$ cat config.mk
export PLATFORM = sky130hd
export DESIGN_NAME = cpss_acc
export DESIGN_NICKNAME = d
export VERILOG_FILES = /design/src/rtl/core/cpss_pkg.sv /design/src/rtl/core/cpss_acc.sv
export SDC_FILE = /design/constraint.sdc
export NUM_CORES = 1
export LEC_CHECK = 0
export BUFFER_PORTS_ARGS = -buffer_cell sky130_fd_sc_hd__buf_2
export CAP_MARGIN = 30
export CORE_MARGIN = 2
export CORE_UTILIZATION = 63
export DETAILED_ROUTE_END_ITERATION = 8
export PLACE_DENSITY = 0.85
export SYNTH_ARGS = -nofsm -noshare
export SYNTH_HDL_FRONTEND = slang
export SYNTH_SLANG_ARGS = --single-unit
$ cat constraint.sdc
create_clock -name clk_i -period 19.8 [get_ports clk_i]
set_input_delay 0.99 -clock clk_i [delete_from_list [all_inputs] [get_ports clk_i]]
set_output_delay 0.99 -clock clk_i [all_outputs]
set_load 0.02 [all_outputs]
$ cat src/rtl/core/cpss_pkg.sv
package cpss_pkg;

  // Fixed field widths of the beats on the ports
  localparam int unsigned FIELD_BITS = 20;
  localparam int unsigned DIST_BITS  = 42;
  localparam int unsigned TOTAL_BITS = 63;

  localparam logic [DIST_BITS-1:0]  DIST_MAX  = '1;
  localparam logic [TOTAL_BITS-1:0] TOTAL_MAX = '1;

  typedef struct packed {
    logic                  start_req;
    logic [FIELD_BITS-1:0] px;
    logic [FIELD_BITS-1:0] py;
  } cpss_in_t;

  typedef struct packed {
    logic                  has_pair;
    logic [DIST_BITS-1:0]  min_dist_sq;
    logic [TOTAL_BITS-1:0] total;
    logic                  overflow;
  } cpss_out_t;

  // Control word that travels with a query along the cell chain
  typedef struct packed {
    logic vld;    // a query occupies this slot
    logic start;  // query opens a new case
    logic drop;   // store was full, query only reports
    logic sq_ok;  // squares carried alongside are a live comparison
  } cpss_ctl_t;

endpackage

$ cat src/rtl/core/cpss_acc.sv
module cpss_acc #(
  parameter int unsigned CW = 20,
  parameter int unsigned IW = 11,
  parameter int unsigned MW = 42
) (
  input  logic                clk_i,
  input  logic                rst_ni,
  input  logic                en_i,
  input  cpss_pkg::cpss_ctl_t ctl_i,
  input  logic [IW-1:0]       idx_i,
  input  logic [2*CW-1:0]     sqx_i,
  input  logic [2*CW-1:0]     sqy_i,
  input  logic [MW-1:0]       mn_i,
  output logic                out_valid_o,
  output cpss_pkg::cpss_out_t out_data_o
);
  import cpss_pkg::*;

  // Stage A: fold the last cell's squares into the query minimum
  cpss_ctl_t     a_ctl_q;
  logic          a_pair_q;
  logic [MW-1:0] a_mn_q;
  logic [MW-1:0] dsum, fmn;

  // Stage B: case minimum, running total, result register
  logic [DIST_BITS-1:0]  best_q, best_d, base_best;
  logic [TOTAL_BITS-1:0] total_q, total_d, base_total;
  logic [TOTAL_BITS:0]   sum;
  cpss_out_t             out_d, out_q;
  logic                  out_vld_q;

  always_comb begin
    dsum = MW'({1'b0, sqx_i} + {1'b0, sqy_i});
    fmn  = (ctl_i.sq_ok && (dsum < mn_i)) ? dsum : mn_i;
  end

  always_comb begin
    base_best  = a_ctl_q.start ? DIST_MAX : best_q;
    base_total = a_ctl_q.start ? '0 : total_q;
    best_d     = base_best;
    total_d    = base_total;
    sum        = '0;
    out_d      = '0;
    if (a_ctl_q.drop) begin
      // hold the case, report the full store
      out_d.has_pair    = 1'b1;
      out_d.min_dist_sq = best_q;
      out_d.total       = total_q;
      out_d.overflow    = 1'b1;
    end else begin
      if (a_mn_q < MW'(base_best)) begin
        best_d = DIST_BITS'(a_mn_q);
      end
      if (a_pair_q) begin
        sum     = {1'b0, base_total} + (TOTAL_BITS + 1)'(best_d);
        total_d = (sum > {1'b0, TOTAL_MAX}) ? TOTAL_MAX : sum[TOTAL_BITS-1:0];
      end
      out_d.has_pair    = a_pair_q;
      out_d.min_dist_sq = a_pair_q ? best_d : '0;
      out_d.total       = total_d;
      out_d.overflow    = (total_d == TOTAL_MAX);
    end
  end

  always_ff @(posedge clk_i or negedge rst_ni) begin
    if (!rst_ni) begin
      a_ctl_q   <= '0;
      out_vld_q <= 1'b0;
      best_q    <= DIST_MAX;
      total_q   <= '0;
    end else if (en_i) begin
      a_ctl_q   <= ctl_i;
      out_vld_q <= a_ctl_q.vld;
      if (a_ctl_q.vld && !a_ctl_q.drop) begin
        best_q  <= best_d;
        total_q <= total_d;
      end
    end
  end

  always_ff @(posedge clk_i) begin
    if (en_i) begin
      a_pair_q <= (idx_i != '0);
      a_mn_q   <= fmn;
      out_q    <= out_d;
    end
  end

  assign out_valid_o = out_vld_q;
  assign out_data_o  = out_q;

endmodule

# == After elaboration in Yosys (flattened, before gate mapping) ==
# Index checks and enable logic that the tools add are counted.
# totals
in_bits,140
elab_cells,35
regBits,259
# classes
n_eq_ne,1
add_sub_neg,2
order_cmp,3
reduce_logical,5
n_mux,12
# ops
operator,count
2-to-1 mux 63 bit,5
2-to-1 mux 42 bit,6
2-to-1 mux 106 bit,1
adder 63 x 42 -> 64 bit,1
greater-than comparator 64 x 63 -> 1 bit (second input constant),1
equality test 63 bit (second input constant),1
< comparator 41 x 42 -> 1 bit,1
< comparator 42 bit,1
adder 40 x 40 -> 41 bit,1
nonzero test 11 bit,1
logical AND 1 bit,2
AND reduction 2 bit,1
zero test 1 bit,1

# == Depth between registers and ports, before layout ==
# depth
ltp_word,11
mapped_depth,46

# == Worst setup path after synthesis ==
# OpenSTA, ideal clock, no wires.
# synth_timing
kind,register to register
start,reg a_ctl_q[2] (netlist bit)
end,reg out_q (netlist bit out_data_o[0]) (data pin)
period_less_slack_ns,10.012
slack_ns,9.788
t_arrival_ns,9.879
setup_time_ns,0.133
path_stages_with_launch,44
required_time_ns,19.667
cell_sequence,dfrtp_1 buf_6 clkbuf_1 clkbuf_1 clkbuf_1 buf_1 clkbuf_1 clkbuf_1 clkbuf_1 clkbuf_1 buf_1 buf_1 nor2_1 ha_1 or4b_4 a2111oi_0 nor3_1 o21a_2 [8 not listed] o21ai_0 inv_1 ha_1 nand2_1 inv_1 nand2_1 o41ai_1 a31o_2 a21oi_1 a31o_2 a21oi_1 nor2b_1 and2_4 and3b_1 o31ai_1 or4_1 nor4_2 a41o_1
# synth_between
elab_chain_len,10
word_cells_on_any_way,11
cone_classes,add/sub (1); order compare (2); eq/ne (1); mux (7)
# synth_lines
item,line_no,source
start: declaration,cpss_acc.sv:20,cpss_ctl_t a_ctl_q;
start signal: assignment,cpss_acc.sv:72,a_ctl_q <= ctl_i;
2-to-1 mux 42 bit,cpss_acc.sv:38,base_best = a_ctl_q.start ? DIST_MAX : best_q;
< comparator 42 bit,cpss_acc.sv:51,if (a_mn_q < MW'(base_best)) begin
2-to-1 mux 42 bit,cpss_acc.sv:51,
2-to-1 mux 42 bit,cpss_acc.sv:44,if (a_ctl_q.drop) begin
adder 63 x 42 -> 64 bit,cpss_acc.sv:55,"sum = {1'b0, base_total} + (TOTAL_BITS + 1)'(best_d);"
greater-than comparator 64 x 63 -> 1 bit,cpss_acc.sv:56,"total_d = (sum > {1'b0, TOTAL_MAX}) ? TOTAL_MAX : sum[TOTAL_BITS-1:0];"
2-to-1 mux 63 bit,cpss_acc.sv:56,
2-to-1 mux 63 bit *,cpss_acc.sv:54,if (a_pair_q) begin
2-to-1 mux 63 bit *,cpss_acc.sv:44,
equality test 63 bit *,cpss_acc.sv:61,out_d.overflow = (total_d == TOTAL_MAX);
end signal: assignment,cpss_acc.sv:85,out_q <= out_d;
end: declaration,cpss_acc.sv:29,"cpss_out_t out_d, out_q;"
# Every way passes the cells marked *; elsewhere a longest branch is shown, timed or not. The select of a mux whose other input is x is not followed.
# A chain may end at the register's enable or synchronous reset.

# == Final worst setup path ==
# Ends and elaborated chain as after synthesis.

==> impl_metrics.toml <==
[pwr]
powerDensity_mw_per_mm2 = 146.5
ir_drop_uv = 75.01
p_leak_uw = 0.009676

[setup_path]
cp_max_fo = 70
cp_common_cell = "nand2_1"
worstSetupPathType = "reg2reg"
max_stage_delay_ns = 0.96
r2r_cells = 25
reg2reg_from = "a_ctl_q[2]$_DFFE_PN0P_"
startpoint_type = "register"
end_kind = "register"
rrSetupSlack_ns = 10.98
crit_path_top_delay_cell = "nor4_1"
crit_required_ns = 20.24
cp.arrival_ns = 9.26
r2r_end = "out_data_o[0]$_SDFFCE_PP1P_"

[detailed_routing]
routed_wl_mm = 65.85
highest_layer = "met5"
drc = 0
met2_wirelength_mm = 28.52
via_per_inst = 6.492
via_count = 19910
wl_met3_mm = 7.543
ant_nets = 0
dr.pass1.iters = 6
wl_met1_mm = 27.42
drtIter0Drc = 2517
wl_per_cell_um = 21.47

[die]
chipHeight_um = 185.0
start_util_pct = 63.78
coreArea_mm2 = 0.03237
dieArea_mm2 = 0.03423
row_count = 66
die_x_um = 185.0
ios = 248

[clocking]
post-cts-setup-buffers = 0
cts_root_buf = "clkbuf_16"
cts.sinks = 259
cts_resized = 0
hold_buffers = 0
numCtsBuffers = 27
clk_latency_ns = 0.57
cts.htree.levels = 1
tritoncts = "yes"
clk_pin_slew_ns = 0.07
clockBufferDepth = 3

[logic_synthesis]
seq_area_frac_synth_pct = 35.28
yosysWarnings = 0
yosys_register_bits = 259
avgSynthCellArea_um2 = 8.444
synth_top_cell_area_share_pct = 21.82
synthCells = 2445
synth.most_common_cell = "nand2_1"
synth_commonest_cells = "nand2_1, o21ai_0, nor2_1"
synth-main-ff-cell = "edfxtp_1"
async_flop_share_pct = 42.08
synth_edf_count = 150
ys_types = 111
synth_top_cell_by_area = "edfxtp_1"
synthesis.area_mm2 = 0.02064
synth_fp_nets = 2728
synth.area.top_cells = "edfxtp_1, ha_1, dfrtp_1"

[placement]
portBuffers = 247
place_hpwl_mm = 48.67
post_dp_cell_area_mm2 = 0.02201
routabilityCongestion = 1.001

[timing]
fin_crit_ns = 8.825
final.setup.tns_ns = 0
setup_viol = 0
finClkSkew_ns = 0.03200
timing.hold.ws_ns = 0.4407
hold_viol = 0
maxSlewViolCount = 0
tightest_slew_ns = 1.083
fmax_mhz = 113.3
fin_crit_sh_pct = 44.57
rsz0062_at_grt = "false"
relSlewSlack_pct = 27.14

[global_route]
grt_overflow = 0
grt_pass1_vias = 18610
grt_antenna_before_repair = 1
grt_pass1_wl_mm = 101.4
grt_max_degree = 104
grt_use_total_pct = 37.94

[finish]
diodes = 0
drive_above_1_share_pct = 16.61
multi_input_area_mm2 = 0.01235
n_fill_cell = 2524
seqCellArea_mm2 = 0.007292
area_growth_pct = 11.02
nNetsFinal = 2887
postLayoutCellArea_mm2 = 0.02292

[outcome]
status = "finished clean"

[min_path]
min_path_type = "in2async"

[run]
drv_cap = 0
[final cells by class]
type,count,area share [%]
inverters,110,1.802
clock buffers,41,3.265
flip-flops and latches,259,31.82
repair buffers,268,6.207
multi-input cells,1938,53.90
clock inverters,9,0.6005
well taps,442,2.413
[placed cells by master, fill, tap and decap left out, types with 28 or more instances in the layout]
cell type | netlist | final
nor2_1 | 184 | 184
nor2b_1 | 72 | 72
nand2_1 | 368 | 368
a31oi_1 | 28 | 28
a21oi_1 | 139 | 138
dfrtp_1 | 67 | 65
o21ai_0 | 305 | 305
edfxtp_1 | 150 | 150
xnor2_1 | 73 | 73
o22a_1 | 31 | 31
ha_1 | 142 | 142
xor2_1 | 42 | 42
buf_2 | 8 | 245
a21o_1 | 32 | 32
inv_1 | 109 | 109
nand4_1 | 33 | 33
nor3_1 | 29 | 29
nand3_1 | 50 | 50
dfstp_2 | 42 | 42
o22ai_1 | 31 | 31
[worst max-delay path: cells and delay by family (launching register included)]
kind	cells	cell delay, ns
flops	1	0.82
fa+ha+maj	3	1.12
simple gates	10	3.21
buf+inv	3	1.48
compound gates	9	2.04
[flip-flops by register name, indices dropped and copies added (netlist names)]
| name | flops |
|---|---|
| best_q | 42 |
| out_data_o | 107 |
| a_ctl_q | 3 |
| out_valid_o | 1 |
| a_pair_q | 1 |
| a_mn_q | 42 |
| total_q | 63 |
[worst max-delay path by stage]
stage	startpoint	to	slack [ns]	cells past startpoint
after floorplan	a_ctl_q[2]$_DFFE_PN0P_	out_data_o[0]$_SDFFCE_PP1P_	9.79	43
after global placement	a_ctl_q[2]$_DFFE_PN0P_	out_data_o[0]$_SDFFCE_PP1P_	11.38	25
after detailed placement	a_ctl_q[2]$_DFFE_PN0P_	out_data_o[0]$_SDFFCE_PP1P_	11.25	25
after CTS	a_ctl_q[2]$_DFFE_PN0P_	out_data_o[0]$_SDFFCE_PP1P_	11.22	25
after global routing	a_ctl_q[2]$_DFFE_PN0P_	out_data_o[0]$_SDFFCE_PP1P_	10.46	24
final	a_ctl_q[2]$_DFFE_PN0P_	out_data_o[0]$_SDFFCE_PP1P_	10.98	25
[stage by stage]
step / util, % / setup slack, ns / instances / power [uW]
4_1_cts: 70.72 / 11.22 / 3066 / 3291
2_1_floorplan: - / 9.788 / 2445 / 2230
5_1_grt: 70.80 / 10.46 / 3067 / 3549
6_report: 70.80 / 10.98 / 3067 / 3357
3_5_place_dp: 67.98 / 11.25 / 3016 / 2763
3_3_place_gp: 67.98 / 11.38 / 3016 / 2725
[power by group]
| group | internal, uW | switching, uW |
|---|---|---|
| logic | 651 | 1170 |
| clock network | 301 | 221 |
| registers | 792 | 218 |
| total | 1740 | 1610 |
[metal layers]
metal / up-vias / GRT usage, %
met1: 9321 / 53.99
li1: 9166 / -
met3: 179 / 6.606
met2: 1243 / 58.53
met5: - / 0
met4: 2 / 12.79
[cells by family (layout without fill, tap and decap cells)]
| kind of cell | count (synthesis) | in the layout | synth area share [%] |
|---|---|---|---|
| compound gates | 759 | 759 | 23.43 |
| fa+ha+maj | 149 | 149 | 8.994 |
| flops | 259 | 259 | 35.28 |
| mux | 52 | 52 | 2.764 |
| simple gates | 861 | 861 | 19.51 |
| buf+inv | 248 | 428 | 4.982 |
| xor+xnor | 117 | 117 | 5.036 |
Note: power is estimated with default switching activity, not from simulation.
