`src/rtl/core/cpss_pkg.sv`:
```
package cpss_pkg;

  // Fixed field widths of the beats on the ports
  localparam int unsigned FIELD_BITS = 20;
  localparam int unsigned DIST_BITS  = 42;
  localparam int unsigned TOTAL_BITS = 63;

  localparam logic [DIST_BITS-1:0]  DIST_MAX  = '1;
  localparam logic [TOTAL_BITS-1:0] TOTAL_MAX = '1;

  typedef struct packed {
    logic                  start_req;
    logic [FIELD_BITS-1:0] px;
    logic [FIELD_BITS-1:0] py;
  } cpss_in_t;

  typedef struct packed {
    logic                  has_pair;
    logic [DIST_BITS-1:0]  min_dist_sq;
    logic [TOTAL_BITS-1:0] total;
    logic                  overflow;
  } cpss_out_t;

  // Control word that travels with a query along the cell chain
  typedef struct packed {
    logic vld;    // a query occupies this slot
    logic start;  // query opens a new case
    logic drop;   // store was full, query only reports
    logic sq_ok;  // squares carried alongside are a live comparison
  } cpss_ctl_t;

endpackage

```
`src/rtl/core/cpss_cell.sv`:
```
module cpss_cell #(
  parameter int unsigned CW       = 20,
  parameter int unsigned IW       = 11,
  parameter int unsigned MW       = 42,
  parameter int unsigned CELL_IDX = 0
) (
  input  logic                clk_i,
  input  logic                rst_ni,
  input  logic                en_i,
  input  cpss_pkg::cpss_ctl_t ctl_i,
  input  logic [IW-1:0]       idx_i,
  input  logic [CW-1:0]       x_i,
  input  logic [CW-1:0]       y_i,
  input  logic [2*CW-1:0]     sqx_i,
  input  logic [2*CW-1:0]     sqy_i,
  input  logic [MW-1:0]       mn_i,
  output cpss_pkg::cpss_ctl_t ctl_o,
  output logic [IW-1:0]       idx_o,
  output logic [CW-1:0]       x_o,
  output logic [CW-1:0]       y_o,
  output logic [2*CW-1:0]     sqx_o,
  output logic [2*CW-1:0]     sqy_o,
  output logic [MW-1:0]       mn_o
);
  import cpss_pkg::*;

  localparam int unsigned SW = 2 * CW;

  logic [CW-1:0] pt_x_q, pt_y_q;
  logic [CW-1:0] dx, dy;
  logic [MW-1:0] dsum;
  logic          cmp, wr;

  cpss_ctl_t     ctl_d, ctl_q;
  logic [IW-1:0] idx_q;
  logic [CW-1:0] x_q, y_q;
  logic [SW-1:0] sqx_d, sqy_d, sqx_q, sqy_q;
  logic [MW-1:0] mn_d, mn_q;

  // Compare against the held point only if it belongs to this case
  assign cmp = ctl_i.vld && !ctl_i.drop && (idx_i > IW'(CELL_IDX));
  assign wr  = ctl_i.vld && !ctl_i.drop && (idx_i == IW'(CELL_IDX));

  always_comb begin
    dx    = (x_i > pt_x_q) ? (x_i - pt_x_q) : (pt_x_q - x_i);
    dy    = (y_i > pt_y_q) ? (y_i - pt_y_q) : (pt_y_q - y_i);
    sqx_d = SW'(dx) * SW'(dx);
    sqy_d = SW'(dy) * SW'(dy);
    // fold the squares handed over by the previous cell
    dsum  = MW'({1'b0, sqx_i} + {1'b0, sqy_i});
    mn_d  = (ctl_i.sq_ok && (dsum < mn_i)) ? dsum : mn_i;
    ctl_d       = ctl_i;
    ctl_d.sq_ok = cmp;
  end

  always_ff @(posedge clk_i or negedge rst_ni) begin
    if (!rst_ni) begin
      ctl_q <= '0;
    end else if (en_i) begin
      ctl_q <= ctl_d;
    end
  end

  always_ff @(posedge clk_i) begin
    if (en_i) begin
      idx_q <= idx_i;
      x_q   <= x_i;
      y_q   <= y_i;
      sqx_q <= sqx_d;
      sqy_q <= sqy_d;
      mn_q  <= mn_d;
      if (wr) begin
        pt_x_q <= x_i;
        pt_y_q <= y_i;
      end
    end
  end

  assign ctl_o = ctl_q;
  assign idx_o = idx_q;
  assign x_o   = x_q;
  assign y_o   = y_q;
  assign sqx_o = sqx_q;
  assign sqy_o = sqy_q;
  assign mn_o  = mn_q;

endmodule

```
`config.mk`:
```
export PLATFORM = sky130hd
export DESIGN_NAME = cpss_cell
export DESIGN_NICKNAME = d
export VERILOG_FILES = /design/src/rtl/core/cpss_pkg.sv /design/src/rtl/core/cpss_cell.sv
export SDC_FILE = /design/constraint.sdc
export NUM_CORES = 2
export LEC_CHECK = 0
export BUFFER_PORTS_ARGS = -buffer_cell sky130_fd_sc_hd__buf_4
export CORE_ASPECT_RATIO = 0.9
export CORE_MARGIN = 3
export CORE_UTILIZATION = 40
export CTS_CLUSTER_SIZE = 30
export DETAILED_ROUTE_END_ITERATION = 16
export SKIP_LAST_GASP = 1
export SLEW_MARGIN = 5
export SYNTH_ARGS = -nofsm -noshare
export SYNTH_HDL_FRONTEND = slang
export SYNTH_SLANG_ARGS = --single-unit
```
`constraint.sdc`:
```
create_clock -name clk_i -period 11.9 [get_ports clk_i]
set_input_delay 1.19 -clock clk_i [delete_from_list [all_inputs] [get_ports clk_i]]
set_output_delay 1.19 -clock clk_i [all_outputs]
set_load 0.005 [all_outputs]
```
### Word-level counts from Yosys, hierarchy flattened

Index checks and enable logic that the tools add are counted.

* flip-flop bits (word level): 217
* input port bits: 180
* output and inout port bits: 177
* logic and storage cells: 33

* add/subtract/negate cells: 5
* $mul: 2
* magnitude comparators: 4
* multiplexer cells: 3
* reductions and logical operators: 7

Operators with widths (count)
* $mul A20 B20 Y40: 2
* $sub A20 B20 Y20: 4
* $lt A41 B42 Y1: 1
* $mux W42: 1
* $add A40 B40 Y41: 1
* $gt A20 B20 Y1: 2
* $mux W20: 2
* $gt A11 B1 Y1 const B: 1
* $logic_not A11 Y1: 1
* $logic_and A1 B1 Y1: 4
* $reduce_and A2 Y1: 1
* $logic_not A1 Y1: 1

### Logic depth before layout (Yosys ltp)

* depth after elaboration: 4
* gate-level depth with buffers: 43
* gate-level depth less buffers: 40

### Worst setup path before layout

No wires, ideal clock.

* path kind: input -> register
* start: in x_i[0]
* end: reg sqx_q[36], in the netlist sqx_o[36], data pin
* setup time: 0.260 ns
* data arrival time: 10.145 ns
* required time: 11.640 ns
* setup slack: 1.495 ns
* stages: 40
* cells stage by stage: inv_1 ha_1 inv_1 fa_1 a21o_1 a21oi_1 o21ai_1 a221o_1 nand2_2 buf_2 nand2_1 o21a_1 xor2_1 inv_1 clkbuf_1 nor2_1 inv_1 fa_1 (+4 left out) fa_1 fa_1 inv_1 fa_1 inv_1 ha_1 clkbuf_1 a21o_1 a21o_1 a21oi_1 o221a_2 o221a_2 o2bb2ai_1 o41ai_1 o21ai_0 o21a_1 nor2_1 xnor2_1

* word-level cells in the longest chain between the ends: 3
* elaborated cells on any way between the ends: 5
* classes of those cells: 2 x add/sub; 1 x mul; 1 x order compare; 1 x mux

RTL lines
* start, declared: RTL line cpss_cell.sv:12 `input logic [CW-1:0] x_i,`
* $sub A20 B20 Y20 or $gt A20 B20 Y1 (tied branches): RTL line cpss_cell.sv:45 `dx = (x_i > pt_x_q) ? (x_i - pt_x_q) : (pt_x_q - x_i);`
* $mux W20 (*): RTL line cpss_cell.sv:45
* $mul A20 B20 Y40 (*): RTL line cpss_cell.sv:47 `sqx_d = SW'(dx) * SW'(dx);`
* named net sqx_d[36]: RTL line cpss_cell.sv:37 `logic [SW-1:0] sqx_d, sqy_d, sqx_q, sqy_q;`
* end signal, assigned: RTL line cpss_cell.sv:69 `sqx_q <= sqx_d;`
* end, declared: RTL line cpss_cell.sv:37

Mark *: on every way through the listed nets, which the timed path passes. The rest lies on a longest branch.
A chain may end at the register's enable or synchronous reset.

### Worst setup path in the final report

* start: in y_i[17]
* end: reg sqy_q[38], in the netlist sqy_o[38], data pin

* word-level cells in the longest chain between the ends: 3
* elaborated cells on any way between the ends: 5
* classes of those cells: 2 x add/sub; 1 x mul; 1 x order compare; 1 x mux

RTL lines
* start, declared: RTL line cpss_cell.sv:13 `input logic [CW-1:0] y_i,`
* $sub A20 B20 Y20 or $gt A20 B20 Y1 (tied branches): RTL line cpss_cell.sv:46 `dy = (y_i > pt_y_q) ? (y_i - pt_y_q) : (pt_y_q - y_i);`
* $mux W20 (*): RTL line cpss_cell.sv:46
* $mul A20 B20 Y40 (*): RTL line cpss_cell.sv:48 `sqy_d = SW'(dy) * SW'(dy);`
* named net sqy_d[38]: RTL line cpss_cell.sv:37
* end signal, assigned: RTL line cpss_cell.sv:70 `sqy_q <= sqy_d;`
* end, declared: RTL line cpss_cell.sv:37

Marked as above.

==> summary.txt <==
Outcome
  • Run status: finished clean

Worst setup path
  • Required time of the critical path: ~12 ns
  • Slowest cell on the critical path: sky130_fd_sc_hd__or4_1
  • Arrival time reported for the critical path endpoint: approximately 11 ns
  • Worst-path fanout max: 19
  • Max stage delay on crit path: about 0.76 ns
  • Setup crit start kind: primary input
  • Largest delay share family, worst path: adder cells
  • Critical Setup Path Class: primary input to flop
  • Critical Path End Type: flop
  • CP dominant cell by count: sky130_fd_sc_hd__fa_1
  • Buffer and inverter count on the worst path: 8

Final layout
  • Final cell area excluding filler cells: between 40000 and 50000 um^2
  • Net count of the finished layout: approximately 5400
  • Share of post-route cells with drive strength above 1: 0.132
  • Layout-stage area growth over the synthesis result: 14.4%
  • Final cell count without fillers: 5485

Placement
  • Final estimated routing congestion in global placement: ~0.93
  • Port bufs: 354
  • Total placed instance area: between 40000 and 50000 um^2
  • Post-detail-place hpwl: ~88000 um
  • Pre-CTS WS: between 0.3 and 0.4 ns
  • Placed cell count: 5427

Floorplanning
  • Die ar.: around 96000 um^2
  • Starting density of the core: 0.405
  • Number of placement rows: about 110
  • Horizontal die dimension: 327 um
  • Core Box Area: 91600 um^2
  • Die outline height: 295 um
  • Top Ports: 357

STA
  • Final period utilization: 0.927
  • Setup repair after global routing missed its margin: false
  • Slew at the pin with the worst max-slew slack: between 0.9 and 1 ns
  • Number of hold-slack violations in the final timing report: 0
  • Fin Setup TNS: 0 ns
  • Worst slew margin relative to its limit: 0.397
  • Finish-stage setup viols: 0
  • Post-route minimum period: 11.03 ns
  • Final clock skew: between 0.03 and 0.04 ns
  • Smallest setup slack after layout: 0.868 ns
  • Achievable clock frequency: 90.6 MHz
  • Number of slew-limit violations in the final report: 0

Synthesis
  • Number of synthesized flops with an enable pin: between 200 and 250
  • Post-synthesis share of cell area spent on xor and xnor gates: 0.0462
  • FFs w/ async S/R, synth: 0.0186
  • Cell count after synthesis: between 3000 and 4000
  • Area fraction in compound gates after synthesis: 0.108
  • Synth top area share: 0.303
  • Cell taking the most area after synthesis: sky130_fd_sc_hd__fa_1
  • Post-synthesis share of cell area spent on full adders, half adders and majority gates: 0.458
  • Post-synth top cells: sky130_fd_sc_hd__inv_1, sky130_fd_sc_hd__fa_1, sky130_fd_sc_hd__ha_1
  • Commonest register cell after synthesis: sky130_fd_sc_hd__edfxtp_1
  • Portion of netlist area occupied by mux cells: 0.00975
  • Synth Area in Simple Gates: 0.107
  • Most common cell in the synthesized netlist: sky130_fd_sc_hd__inv_1
  • Distinct cells, synth: 99
  • Cell area after synthesis: 37100 um^2
  • Portion of the post-synthesis area used by sequential elements: 0.173
  • Synth warn: 0
  • Most area-consuming cells after synthesis: sky130_fd_sc_hd__fa_1, sky130_fd_sc_hd__edfxtp_1, sky130_fd_sc_hd__ha_1
  • Total of flip-flops plus latches after synthesis: 215
  • Mean instance size in the synthesized netlist: between 9 and 10 um^2
  • Combinational family with the most area after synthesis: adder cells

Detailed routing
  • Vias: 28000
  • Average wire length per cell after detail routing: approximately 19 um
  • Wire length after detailed routing: between 100000 and 150000 um
  • Post-route DRC: 0
  • Length of the first detailed-routing pass in iterations: 6
  • Initial detailed-routing violation count: between 1500 and 2000
  • Via density per instance: 5.11
  • Final antenna-violating net count: 0

Run
  • Number of max-cap violations: 0

CTS
  • Largest buffer count on any clock path: 3
  • Clock network latency to the later pin of the worst-skew pair: approximately 0.63 ns
  • H-Tree Depth: 1
  • CTS tree: yes
  • CTS resizes: 0
  • Post-CTS Setup Bufs: 0
  • CTS Hold Bufs: 0
  • Clock tree root buffer cell: sky130_fd_sc_hd__clkbuf_16
  • Clock-pin transition on the worst setup and hold timing paths: around 0.06 ns
  • # clock sinks: 215
  • CTS Buf Count: 30

Hold path
  • Type of the worst min-delay path: primary input to async pin

Global routing
  • Via count of the first global-routing pass: between 20000 and 30000
  • Wire length of the first global-routing pass: around 170000 um
  • Antenna violations before repair: 5
  • Pin count of the biggest net entering global routing: 65
  • Global routing usage summed across all routing layers: 0.220
  • Total congestion overflow after global routing: 0
-- path summary, 6_finish.rpt --
kind | startpoint | endpoint | slack, ns | cells past startpoint
max in group asynchronous | rst_ni | ctl_o[2] | 11.44 | 1
worst max register to register | pt_y_q[17] | sqy_o[38] | 1.16 | 33
worst max-delay path | y_i[17] | sqy_o[38] | 0.87 | 35
worst min register to register | ctl_o[1] | ctl_o[1] | 0.51 | 1
worst min-delay path | rst_ni | ctl_o[1] | 0.35 | 1
min in group clk_i | ctl_o[1] | ctl_o[1] | 0.51 | 1
-- layout make-up --
cell class	count	area (um^2)
fill	8832	49100
multi-input combinational	2713	27100
sequential	215	6440
timing repair buffer	426	3200
inverter	843	3160
tap	1230	1540
clock buffer	34	766
clock inverter	22	278
antenna	2	5.00
-- kinds of logic after synthesis --
kind of cell	after synthesis
other	1
buffers and inverters	951
muxes	33
adders and majority gates	1023
and+or+nand+nor	870
AOI/OAI and AO/OA	605
DFF	215
xor gates and xnor gates	180
-- cell usage in the layout (no fill, tap or decap), types with 23 or more instances in the layout --
cell type / instances
sky130_fd_sc_hd__xor2_1: 60
sky130_fd_sc_hd__nand2_1: 308
sky130_fd_sc_hd__nand2b_1: 35
sky130_fd_sc_hd__nor3_1: 45
sky130_fd_sc_hd__nor2_1: 284
sky130_fd_sc_hd__fa_1: 561
sky130_fd_sc_hd__and3_1: 24
sky130_fd_sc_hd__nand4_1: 26
sky130_fd_sc_hd__inv_1: 824
sky130_fd_sc_hd__nor2b_1: 23
sky130_fd_sc_hd__xnor2_1: 107
sky130_fd_sc_hd__clkbuf_16: 30
sky130_fd_sc_hd__o21ai_0: 105
sky130_fd_sc_hd__a21oi_1: 168
sky130_fd_sc_hd__buf_4: 425
sky130_fd_sc_hd__edfxtp_1: 211
sky130_fd_sc_hd__a21o_1: 121
sky130_fd_sc_hd__nand3_1: 37
sky130_fd_sc_hd__ha_1: 459
-- state kept, by name, indices dropped and copies added (netlist names) --
signal	flops
sqx_o	39
pt_y_q	20
x_o	20
pt_x_q	20
idx_o	11
ctl_o	4
mn_o	42
sqy_o	39
y_o	20
-- metrics by stage --
step | utilization | hold slack (ns)
finish | 0.464 | 0.351
global route | 0.464 | 0.307
CTS | 0.463 | 0.298
detailed placement | 0.452 | 0.500
global placement | 0.452 | 0.498
floorplan | - | 0.505
-- routing by layer --
layer | up-vias | global-route usage | routed length (um)
met1 | 13800 | 0.315 | 48100
met2 | 865 | 0.352 | 46200
met5 | - | 0 | 13
li1 | 13200 | - | -
met3 | 101 | 0.0420 | 7730
met4 | 2 | 0.0409 | 2110
Power is not shown: default switching activity piles up to over one toggle a cycle in this logic, so the estimate is an artifact.
